<file path="config.mk">
export PLATFORM = sky130hd
export DESIGN_NAME = echo_pulse_range_dwell_tracker_flat
export DESIGN_NICKNAME = d
export VERILOG_FILES = /design/src/hdl/epr_pkg.sv /design/src/hdl/epr_ifs.sv /design/src/hdl/echo_pulse_range_dwell_tracker.sv /design/src/flat_wrapper.sv
export SDC_FILE = /design/constraint.sdc
export NUM_CORES = 2
export LEC_CHECK = 0
export ABC_AREA = 0
export ABC_CLOCK_PERIOD_IN_PS = 17500
export BUFFER_PORTS_ARGS = -buffer_cell sky130_fd_sc_hd__buf_2
export CAP_MARGIN = 25
export CORE_MARGIN = 2
export CORE_UTILIZATION = 65
export CTS_CLUSTER_DIAMETER = 200
export DETAILED_ROUTE_END_ITERATION = 10
export GPL_TIMING_DRIVEN = 0
export PLACE_DENSITY_LB_ADDON = 0.3
export SLEW_MARGIN = 0
export SYNTH_ARGS = -nofsm -noshare
export SYNTH_HDL_FRONTEND = slang
export SYNTH_SLANG_ARGS = --single-unit
</file>
<file path="constraint.sdc">
create_clock -name clk_i -period 17.5 [get_ports clk_i]
set_input_delay 3.5 -clock clk_i [delete_from_list [all_inputs] [get_ports clk_i]]
set_output_delay 3.5 -clock clk_i [all_outputs]
set_load 0.02 [all_outputs]
</file>
<file path="src/hdl/epr_pkg.sv">
`timescale 1ns / 1ps
// Shared types, constants and helper functions of the echo range/dwell tracker.
// Used by the channel interfaces, the top level and the checker; depends on nothing.
package epr_pkg;

  localparam int NumChannels = 4;

  localparam int OpW     = 2;
  localparam int ChanW   = 2;
  localparam int CountW  = 16;
  localparam int TickW   = 32;
  localparam int DistW   = 14;
  localparam int CfgIdxW = 2;

  typedef enum logic [OpW-1:0] {
    OpEdge  = 2'd0,
    OpRange = 2'd1,
    OpTrig  = 2'd2
  } op_e;

  // configuration register indexes
  localparam logic [CfgIdxW-1:0] CfgRangeLow  = 2'd0;
  localparam logic [CfgIdxW-1:0] CfgRangeHigh = 2'd1;

  localparam logic [DistW-1:0] RangeLowRst  = 14'd20;
  localparam logic [DistW-1:0] RangeHighRst = 14'd1000;

  // distance = floor(width * 34 / 200) = floor(width * 17 / 100), done as a
  // multiply by ceil(2^24 * 17 / 100) and a shift; exact for all 16-bit widths
  localparam int DistMulW  = 22;
  localparam int DistShift = 24;
  localparam int ProdW     = CountW + DistMulW;
  localparam logic [DistMulW-1:0] DistMul = 22'd2852127;

  // one transaction's state result, carried from the update stage to the
  // distance stage
  typedef struct packed {
    logic [ChanW-1:0]  chan;
    logic              ok;
    logic [CountW-1:0] width;
    logic              entered;
    logic              done;
    logic [TickW-1:0]  dwell;
    logic [DistW-1:0]  entry_dist;
  } res_t;

  function automatic logic [DistW-1:0] dist_of(input logic [CountW-1:0] w);
    logic [ProdW-1:0] p;
    p = ProdW'(w) * ProdW'(DistMul);
    return p[DistShift +: DistW];
  endfunction

  function automatic logic in_window(input logic [DistW-1:0] d,
                                     input logic [DistW-1:0] lo,
                                     input logic [DistW-1:0] hi);
    return (d > lo) && (d <= hi);
  endfunction

endpackage

</file>
<file path="src/hdl/epr_ifs.sv">
`timescale 1ns / 1ps
// Valid/ready channel interfaces: echo items in, results out, config writes.
// Depends on epr_pkg for field widths.
interface epr_in_if import epr_pkg::*; ();
  logic              valid;
  logic              ready;
  logic [OpW-1:0]    operation;
  logic [ChanW-1:0]  channel;
  logic              echo_level;
  logic [CountW-1:0] timer_count;
  logic [TickW-1:0]  tick_now;

  modport source (output valid, operation, channel, echo_level, timer_count, tick_now,
                  input ready);
  modport sink (input valid, operation, channel, echo_level, timer_count, tick_now,
                output ready);
  modport mon (input valid, ready, operation, channel, echo_level, timer_count,
               tick_now);
endinterface

interface epr_res_if import epr_pkg::*; ();
  logic              valid;
  logic              ready;
  logic [ChanW-1:0]  result_channel;
  logic [CountW-1:0] echo_width;
  logic [DistW-1:0]  distance;
  logic              in_range;
  logic              entered;
  logic              dwell_done;
  logic [TickW-1:0]  dwell_ticks;
  logic [DistW-1:0]  entry_distance;

  modport source (output valid, result_channel, echo_width, distance, in_range, entered,
                  dwell_done, dwell_ticks, entry_distance, input ready);
  modport sink (input valid, result_channel, echo_width, distance, in_range, entered,
                dwell_done, dwell_ticks, entry_distance, output ready);
  modport mon (input valid, ready, result_channel, echo_width, distance, in_range,
               entered, dwell_done, dwell_ticks, entry_distance);
endinterface

interface epr_cfg_if import epr_pkg::*; ();
  logic               valid;
  logic               ready;
  logic [CfgIdxW-1:0] index;
  logic [DistW-1:0]   data;

  modport source (output valid, index, data, input ready);
  modport sink (input valid, index, data, output ready);
  modport mon (input valid, ready, index, data);
endinterface

</file>
<file path="src/hdl/echo_pulse_range_dwell_tracker.sv">
`timescale 1ns / 1ps
// Echo range/dwell tracker top level. A result passes the input register, the
// state update and the distance stage in turn before it is offered.
// Throughput: one item per cycle while results are taken; the per-channel
// register file is read and written in the single update stage, so items never
// wait on each other. Reset: asynchronous, active low; clears all channel state
// to zero, sets the window to 20..1000 and empties the pipeline.
module echo_pulse_range_dwell_tracker import epr_pkg::*; (
  input  logic clk_i,
  input  logic rst_ni,
  epr_in_if.sink    in_i,
  epr_res_if.source res_o,
  epr_cfg_if.sink   cfg_i
);

  // ---------------------------------------------------------------------------
  // Configuration registers: ready is always high, and a write takes effect in the following cycle
  // ---------------------------------------------------------------------------
  logic [DistW-1:0] range_low_q, range_high_q;

  assign cfg_i.ready = 1'b1;

  always_ff @(posedge clk_i or negedge rst_ni) begin
    if (!rst_ni) begin
      range_low_q  <= RangeLowRst;
      range_high_q <= RangeHighRst;
    end else if (cfg_i.valid) begin
      case (cfg_i.index)
        CfgRangeLow:  range_low_q  <= cfg_i.data;
        CfgRangeHigh: range_high_q <= cfg_i.data;
        default: ;
      endcase
    end
  end

  // ---------------------------------------------------------------------------
  // Pipeline handshake: each stage takes a new transaction when it is empty or its
  // content moves on; a waiting result blocks input only once the pipe is full.
  // ---------------------------------------------------------------------------
  logic s0_v_q, s1_v_q, out_v_q;
  logic s0_rdy, s1_rdy, s2_rdy;
  logic s0_fire, s1_fire;

  assign s2_rdy  = !out_v_q || res_o.ready;
  assign s1_rdy  = !s1_v_q || s2_rdy;
  assign s0_rdy  = !s0_v_q || s1_rdy;
  assign s0_fire = s0_v_q && s1_rdy;
  assign s1_fire = s1_v_q && s2_rdy;

  assign in_i.ready = s0_rdy;

  // ---------------------------------------------------------------------------
  // Stage 0: input register
  // ---------------------------------------------------------------------------
  logic [OpW-1:0]    s0_op_q;
  logic [ChanW-1:0]  s0_ch_q;
  logic              s0_lvl_q;
  logic [CountW-1:0] s0_cnt_q;
  logic [TickW-1:0]  s0_tick_q;

  always_ff @(posedge clk_i or negedge rst_ni) begin
    if (!rst_ni) begin
      s0_v_q <= 1'b0;
    end else if (s0_rdy) begin
      s0_v_q <= in_i.valid;
    end
  end

  always_ff @(posedge clk_i) begin
    if (in_i.valid && s0_rdy) begin
      s0_op_q   <= in_i.operation;
      s0_ch_q   <= in_i.channel;
      s0_lvl_q  <= in_i.echo_level;
      s0_cnt_q  <= in_i.timer_count;
      s0_tick_q <= in_i.tick_now;
    end
  end

  // ---------------------------------------------------------------------------
  // Per-channel state. dist_q caches the distance of width_q; it is written after
  // the width, as the transaction leaves stage 1, and bypassed from there.
  // ---------------------------------------------------------------------------
  logic [CountW-1:0] rise_q   [NumChannels];
  logic [CountW-1:0] fall_q   [NumChannels];
  logic [CountW-1:0] width_q  [NumChannels];
  logic [TickW-1:0]  etick_q  [NumChannels];
  logic [DistW-1:0]  edist_q  [NumChannels];
  logic [TickW-1:0]  dwell_q  [NumChannels];
  logic [DistW-1:0]  dist_q   [NumChannels];

  logic [CountW-1:0] rise_d   [NumChannels];
  logic [CountW-1:0] fall_d   [NumChannels];
  logic [CountW-1:0] width_d  [NumChannels];
  logic [TickW-1:0]  etick_d  [NumChannels];
  logic [DistW-1:0]  edist_d  [NumChannels];
  logic [TickW-1:0]  dwell_d  [NumChannels];

  res_t             s1_q, s1_d;
  logic [DistW-1:0] fwd_dist;
  logic [DistW-1:0] cur_dist;
  logic             ch_ok;
  logic             hold;
  logic             entered, done;

  // distance of the width held in stage 1: feeds the result, the cache and
  // the bypass into the range decision
  assign fwd_dist = dist_of(s1_q.width);

  assign ch_ok = int'(s0_ch_q) < NumChannels;

  // newest distance for the addressed channel: take it from stage 1 when that
  // transaction touched the same channel, otherwise from the cache
  assign cur_dist = (s1_v_q && s1_q.ok && (s1_q.chan == s0_ch_q)) ? fwd_dist
                                                                 : dist_q[s0_ch_q];
  assign hold     = in_window(cur_dist, range_low_q, range_high_q);

  // ---------------------------------------------------------------------------
  // Stage 1 update: apply the transaction to the channel state
  // ---------------------------------------------------------------------------
  always_comb begin
    rise_d  = rise_q;
    fall_d  = fall_q;
    width_d = width_q;
    etick_d = etick_q;
    edist_d = edist_q;
    dwell_d = dwell_q;
    entered = 1'b0;
    done    = 1'b0;
    if (s0_fire && ch_ok) begin
      case (op_e'(s0_op_q))
        OpEdge: begin
          if (s0_lvl_q) begin
            rise_d[s0_ch_q] = s0_cnt_q;
          end else begin
            fall_d[s0_ch_q] = s0_cnt_q;
            // no rise captured: width drops to zero; rise at or after fall (timer
            // wrapped): keep the old width
            if (rise_q[s0_ch_q] == '0) begin
              width_d[s0_ch_q] = '0;
            end else if (rise_q[s0_ch_q] < s0_cnt_q) begin
              width_d[s0_ch_q] = s0_cnt_q - rise_q[s0_ch_q];
            end
          end
        end
        OpTrig: begin
          for (int k = 0; k < NumChannels; k++) begin
            rise_d[k] = '0;
            fall_d[k] = '0;
          end
        end
        OpRange: begin
          // an entry tick of zero marks the channel as not tracking
          if ((etick_q[s0_ch_q] == '0) && hold) begin
            etick_d[s0_ch_q] = s0_tick_q;
            edist_d[s0_ch_q] = cur_dist;
            entered          = 1'b1;
          end else if ((etick_q[s0_ch_q] != '0) && !hold) begin
            dwell_d[s0_ch_q] = s0_tick_q - etick_q[s0_ch_q];
            etick_d[s0_ch_q] = '0;
            done             = 1'b1;
          end
        end
        default: ;
      endcase
    end
  end

  // report the addressed channel as it stands after the transaction
  always_comb begin
    s1_d.chan       = s0_ch_q;
    s1_d.ok         = ch_ok;
    s1_d.entered    = entered;
    s1_d.done       = done;
    s1_d.width      = ch_ok ? width_d[s0_ch_q] : '0;
    s1_d.dwell      = ch_ok ? dwell_d[s0_ch_q] : '0;
    s1_d.entry_dist = ch_ok ? edist_d[s0_ch_q] : '0;
  end

  always_ff @(posedge clk_i or negedge rst_ni) begin
    if (!rst_ni) begin
      for (int k = 0; k < NumChannels; k++) begin
        rise_q[k]  <= '0;
        fall_q[k]  <= '0;
        width_q[k] <= '0;
        etick_q[k] <= '0;
        edist_q[k] <= '0;
        dwell_q[k] <= '0;
        dist_q[k]  <= '0;
      end
    end else begin
      rise_q  <= rise_d;
      fall_q  <= fall_d;
      width_q <= width_d;
      etick_q <= etick_d;
      edist_q <= edist_d;
      dwell_q <= dwell_d;
      // refresh the distance cache in transaction order
      if (s1_fire && s1_q.ok) begin
        dist_q[s1_q.chan] <= fwd_dist;
      end
    end
  end

  always_ff @(posedge clk_i or negedge rst_ni) begin
    if (!rst_ni) begin
      s1_v_q <= 1'b0;
    end else if (s1_rdy) begin
      s1_v_q <= s0_v_q;
    end
  end

  always_ff @(posedge clk_i) begin
    if (s0_fire) begin
      s1_q <= s1_d;
    end
  end

  // ---------------------------------------------------------------------------
  // Stage 2: distance, window check and the result register
  // ---------------------------------------------------------------------------
  logic [ChanW-1:0]  out_ch_q;
  logic [CountW-1:0] out_width_q;
  logic [DistW-1:0]  out_dist_q;
  logic              out_inr_q;
  logic              out_ent_q;
  logic              out_done_q;
  logic [TickW-1:0]  out_dwell_q;
  logic [DistW-1:0]  out_edist_q;

  always_ff @(posedge clk_i or negedge rst_ni) begin
    if (!rst_ni) begin
      out_v_q <= 1'b0;
    end else if (s2_rdy) begin
      out_v_q <= s1_v_q;
    end
  end

  always_ff @(posedge clk_i) begin
    if (s1_fire) begin
      out_ch_q    <= s1_q.chan;
      out_width_q <= s1_q.width;
      out_dist_q  <= fwd_dist;
      out_inr_q   <= s1_q.ok && in_window(fwd_dist, range_low_q, range_high_q);
      out_ent_q   <= s1_q.entered;
      out_done_q  <= s1_q.done;
      out_dwell_q <= s1_q.dwell;
      out_edist_q <= s1_q.entry_dist;
    end
  end

  assign res_o.valid          = out_v_q;
  assign res_o.result_channel = out_ch_q;
  assign res_o.echo_width     = out_width_q;
  assign res_o.distance       = out_dist_q;
  assign res_o.in_range       = out_inr_q;
  assign res_o.entered        = out_ent_q;
  assign res_o.dwell_done     = out_done_q;
  assign res_o.dwell_ticks    = out_dwell_q;
  assign res_o.entry_distance = out_edist_q;

endmodule

</file>
<file path="src/flat_wrapper.sv">
// flat-port wrapper written by rule: the top's interface ports become plain ports
module echo_pulse_range_dwell_tracker_flat import epr_pkg::*;
  (clk_i, rst_ni, in_i_valid, in_i_operation, in_i_channel, in_i_echo_level, in_i_timer_count, in_i_tick_now, in_i_ready, res_o_valid, res_o_result_channel, res_o_echo_width, res_o_distance, res_o_in_range, res_o_entered, res_o_dwell_done, res_o_dwell_ticks, res_o_entry_distance, res_o_ready, cfg_i_valid, cfg_i_index, cfg_i_data, cfg_i_ready);
  epr_in_if in_i_i ();
  epr_res_if res_o_i ();
  epr_cfg_if cfg_i_i ();
  input  logic clk_i;
  input  logic rst_ni;
  input wire logic [$bits(in_i_i.valid)-1:0] in_i_valid;
  input wire logic [$bits(in_i_i.operation)-1:0] in_i_operation;
  input wire logic [$bits(in_i_i.channel)-1:0] in_i_channel;
  input wire logic [$bits(in_i_i.echo_level)-1:0] in_i_echo_level;
  input wire logic [$bits(in_i_i.timer_count)-1:0] in_i_timer_count;
  input wire logic [$bits(in_i_i.tick_now)-1:0] in_i_tick_now;
  output wire logic [$bits(in_i_i.ready)-1:0] in_i_ready;
  output wire logic [$bits(res_o_i.valid)-1:0] res_o_valid;
  output wire logic [$bits(res_o_i.result_channel)-1:0] res_o_result_channel;
  output wire logic [$bits(res_o_i.echo_width)-1:0] res_o_echo_width;
  output wire logic [$bits(res_o_i.distance)-1:0] res_o_distance;
  output wire logic [$bits(res_o_i.in_range)-1:0] res_o_in_range;
  output wire logic [$bits(res_o_i.entered)-1:0] res_o_entered;
  output wire logic [$bits(res_o_i.dwell_done)-1:0] res_o_dwell_done;
  output wire logic [$bits(res_o_i.dwell_ticks)-1:0] res_o_dwell_ticks;
  output wire logic [$bits(res_o_i.entry_distance)-1:0] res_o_entry_distance;
  input wire logic [$bits(res_o_i.ready)-1:0] res_o_ready;
  input wire logic [$bits(cfg_i_i.valid)-1:0] cfg_i_valid;
  input wire logic [$bits(cfg_i_i.index)-1:0] cfg_i_index;
  input wire logic [$bits(cfg_i_i.data)-1:0] cfg_i_data;
  output wire logic [$bits(cfg_i_i.ready)-1:0] cfg_i_ready;
  assign in_i_i.valid = in_i_valid;
  assign in_i_i.operation = in_i_operation;
  assign in_i_i.channel = in_i_channel;
  assign in_i_i.echo_level = in_i_echo_level;
  assign in_i_i.timer_count = in_i_timer_count;
  assign in_i_i.tick_now = in_i_tick_now;
  assign in_i_ready = in_i_i.ready;
  assign res_o_valid = res_o_i.valid;
  assign res_o_result_channel = res_o_i.result_channel;
  assign res_o_echo_width = res_o_i.echo_width;
  assign res_o_distance = res_o_i.distance;
  assign res_o_in_range = res_o_i.in_range;
  assign res_o_entered = res_o_i.entered;
  assign res_o_dwell_done = res_o_i.dwell_done;
  assign res_o_dwell_ticks = res_o_i.dwell_ticks;
  assign res_o_entry_distance = res_o_i.entry_distance;
  assign res_o_i.ready = res_o_ready;
  assign cfg_i_i.valid = cfg_i_valid;
  assign cfg_i_i.index = cfg_i_index;
  assign cfg_i_i.data = cfg_i_data;
  assign cfg_i_ready = cfg_i_i.ready;
  echo_pulse_range_dwell_tracker u_core (.clk_i(clk_i), .rst_ni(rst_ni), .in_i(in_i_i), .res_o(res_o_i), .cfg_i(cfg_i_i));
endmodule
</file>
==> flow_metrics.py <==
metrics = {
    "critical_path": {
        "critical-path-max-stage-delay_ps": 890,
        "cp_max_fo": 10,
        "r2r-end": "u_core.dwell_q[20]",
        "critPathTopFamily": "adder cells",
        "reg2reg_from": "u_core.s1_q[55]",
        "critPathCapture": "u_core.dwell_q[20]",
        "critPathCaptureType": "register",
        "crit_type": "reg2reg",
        "slowest_stage": "a311oi_2",
        "reg2reg_slack_ps": 4850,
        "worstSetupStartpointType": "register",
        "cpMostUsedCell": "inv_1",
        "critical_path_buf_inv_count": 12,
        "required_ps": 18000,
        "cp.depth": 42,
        "rr_worst_depth": 42,
        "arrival_ps": 13150,
        "cp-startpoint": "u_core.s1_q[55]",
    },
    "placement": {
        "dp_hpwl_um": 72600,
        "pre_cts_ws_ps": 4830,
        "io_buffers": 156,
        "dp.cells": 4101,
        "routabilityCongestion": 0.963,
    },
    "cts": {
        "cts-root-buf": "clkbuf_16",
        "path_clk_slew_ps": 60,
        "clk_path_buf_depth": 3,
        "clock_sinks": 727,
        "post-cts-setup-buffers": 0,
        "cts_max_level": 3,
        "postCtsHoldBufs": 0,
        "cts_tree": "yes",
        "cts_buffers": 75,
        "clock_latency_ps": 640,
        "cts_resized": 0,
    },
    "timing": {
        "fin_ws_ps": 4850,
        "worst_pin_slew_ps": 1060,
        "skew_ps": 24.5,
        "tns_ps": 0,
        "fmax_ghz": 0.0791,
        "setup_viol_count_final": 0,
        "max_slew_margin_pct": 29.7,
        "period_needed_ps": 12650,
        "slew_violations": 0,
        "hold_ws_ps": 416,
        "post-route-period-util_pct": 72.3,
        "rsz0062_at_grt": "no",
        "hold_viol": 0,
    },
    "layout": {
        "area_delta_synth_final_pct": 11.7,
        "drive_gt1_share_pct": 17.6,
        "nets": 3849,
        "layout.cells.non_filler": 4242,
        "diodes": 0,
    },
    "die": {
        "die_h_um": 248,
        "start_util_pct": 65.6,
        "core.rowCount": 89,
        "top_level_ports": 158,
        "die_width_um": 248,
        "die_area_um2": 61400,
        "core_region_area_um2": 58900,
    },
    "drt": {
        "ant_nets": 0,
        "wl_per_cell_um": 23.7,
        "dr.pass1.iters": 6,
        "wl_um": 101000,
        "via_per_inst": 6.45,
        "vias": 27356,
        "drc": 0,
        "drt_first_iter_violations": 2601,
    },
    "logic_synthesis": {
        "syn_nets": 3601,
        "yosysTopAreaCellShare_pct": 33.6,
        "ys_async_sr_fraction_pct": 72.5,
        "ys.flop_type": "dfrtp_1",
        "ys_seq_area_share_pct": 49.7,
        "postSynthAreaPerCell_um2": 12.2,
        "synthTopCellsByArea": "dfrtp_1 (34%), edfxtp_1 (16%), ha_1 (8.5%)",
        "yosys_warnings": 0,
        "synth_area_leader_cell": "dfrtp_1",
        "netlist_instances": 3159,
        "synth_seq_cells": 727,
        "synth_edf_count": 200,
        "syn-cell-area_um2": 38700,
        "synth_cell_types": 83,
    },
    "global_routing": {
        "first_global_vias": 28400,
        "grt_pass1_wl_um": 158000,
        "grt_max_degree": 136,
        "antenna_found_initial": 1,
        "grt_overflow": 0,
        "grt_usage_pct": 33.7,
    },
    "run": {
        "maxCapViolations": 0,
    },
    "hold_path": {
        "hold_path.class": "reg2reg",
    },
    "run_status": {
        "status": "completed",
    },
}
[placed cells by master, fill, tap and decap left out, types with 14 or more instances in the layout]
cell / count
nor2b_1: 17
nand4_1: 21
inv_1: 286
nor3_1: 22
mux2_2: 148
nand2b_1: 26
a21o_1: 23
mux4_2: 113
clkbuf_1: 122
fa_1: 106
clkbuf_16: 77
nand3_1: 19
o21ai_0: 246
xnor2_1: 32
mux2i_1: 14
a22o_1: 208
a211oi_1: 14
and2_1: 15
ha_1: 262
edfxtp_1: 200
o21a_1: 26
buf_2: 174
nor2_1: 76
a21oi_1: 101
nor4_1: 17
dfrtp_1: 519
nand2_1: 319
[synthesized netlist by cell type, types with 13 or more instances]
master,count
dfrtp_1,519
nand2_1,319
inv_1,288
ha_1,262
o21ai_0,246
a22o_1,208
edfxtp_1,200
mux2_2,148
mux4_2,113
fa_1,106
clkbuf_1,102
a21oi_1,101
nor2_1,76
xnor2_1,32
nand2b_1,26
o21a_1,26
a21o_1,23
nor3_1,22
nand4_1,21
buf_2,19
nand3_1,19
nor2b_1,17
nor4_1,17
and2_1,16
a211oi_1,14
mux2i_1,14
xor2_1,13
[layer usage]
layer	global-route usage, %	routed length (um)
met1	45.1	39900
met2	54.3	48000
met3	6.23	7890
met4	15.3	4720
met5	0	0
[flip-flops by register name, indices dropped and copies added, names as in the netlist, 2 cells and up]
signal	flops
u_core.dwell_q	128
u_core.etick_q	128
u_core.s1_q	66
u_core.rise_q	64
u_core.width_q	64
u_core.dist_q	56
u_core.edist_q	56
u_core.res_o.dwell_ticks	32
u_core.s0_tick_q	32
u_core.res_o.echo_width	16
u_core.s0_cnt_q	16
u_core.range_high_q	14
u_core.range_low_q	14
u_core.res_o.distance	14
u_core.res_o.entry_distance	14
u_core.res_o.result_channel	2
u_core.s0_ch_q	2
u_core.s0_op_q	2
[area by class of cell]
type                            count  area, um^2
Sequential cell                   727       19200
Multi-Input combinational cell   2006       17800
Fill cell                        3806       15700
Clock buffer                      110        2180
Inverter                          288        1090
Timing Repair Buffer              171        1040
Tap cell                          773         967
Buffer                            138         572
Clock inverter                     29         294
[metrics by stage]
stage               utilization [%]  cell area [um^2]
finish                         73.3             43200
global route                   73.3             43200
CTS                            73.3             43200
detailed placement             69.1             40700
global placement               68.6             40400
floorplan                         -             38700
[kinds of logic after synthesis]
kind of cell,Yosys count,synth area share (%)
other,1,0.00970
adder cells (fa/ha/maj),368,14.0
XOR/XNOR,45,1.02
multiplexers,275,11.3
flip-flops,727,49.7
AO/OA/AOI/OAI,723,12.7
buffers and inverters,426,4.28
AND/OR/NAND/NOR,594,7.12
[worst min path at each step]
stage,cells after the start,endpoint,slack (ps),from
final,0,u_core.res_o.entry_distance[13],420,u_core.s1_q[13]
after global routing,0,u_core.res_o.entry_distance[13],420,u_core.s1_q[13]
after CTS,0,u_core.res_o.dwell_ticks[15],410,u_core.s1_q[29]
after detailed placement,0,u_core.res_o.dwell_ticks[12],400,u_core.s1_q[26]
after global placement,0,u_core.res_o.entry_distance[13],400,u_core.s1_q[13]
after floorplan,0,u_core.res_o.dwell_done,400,u_core.s1_q[46]
Power is left out: the tool's default activity adds up to more than one toggle a clock period on the data nets, which glitch-free logic cannot reach.
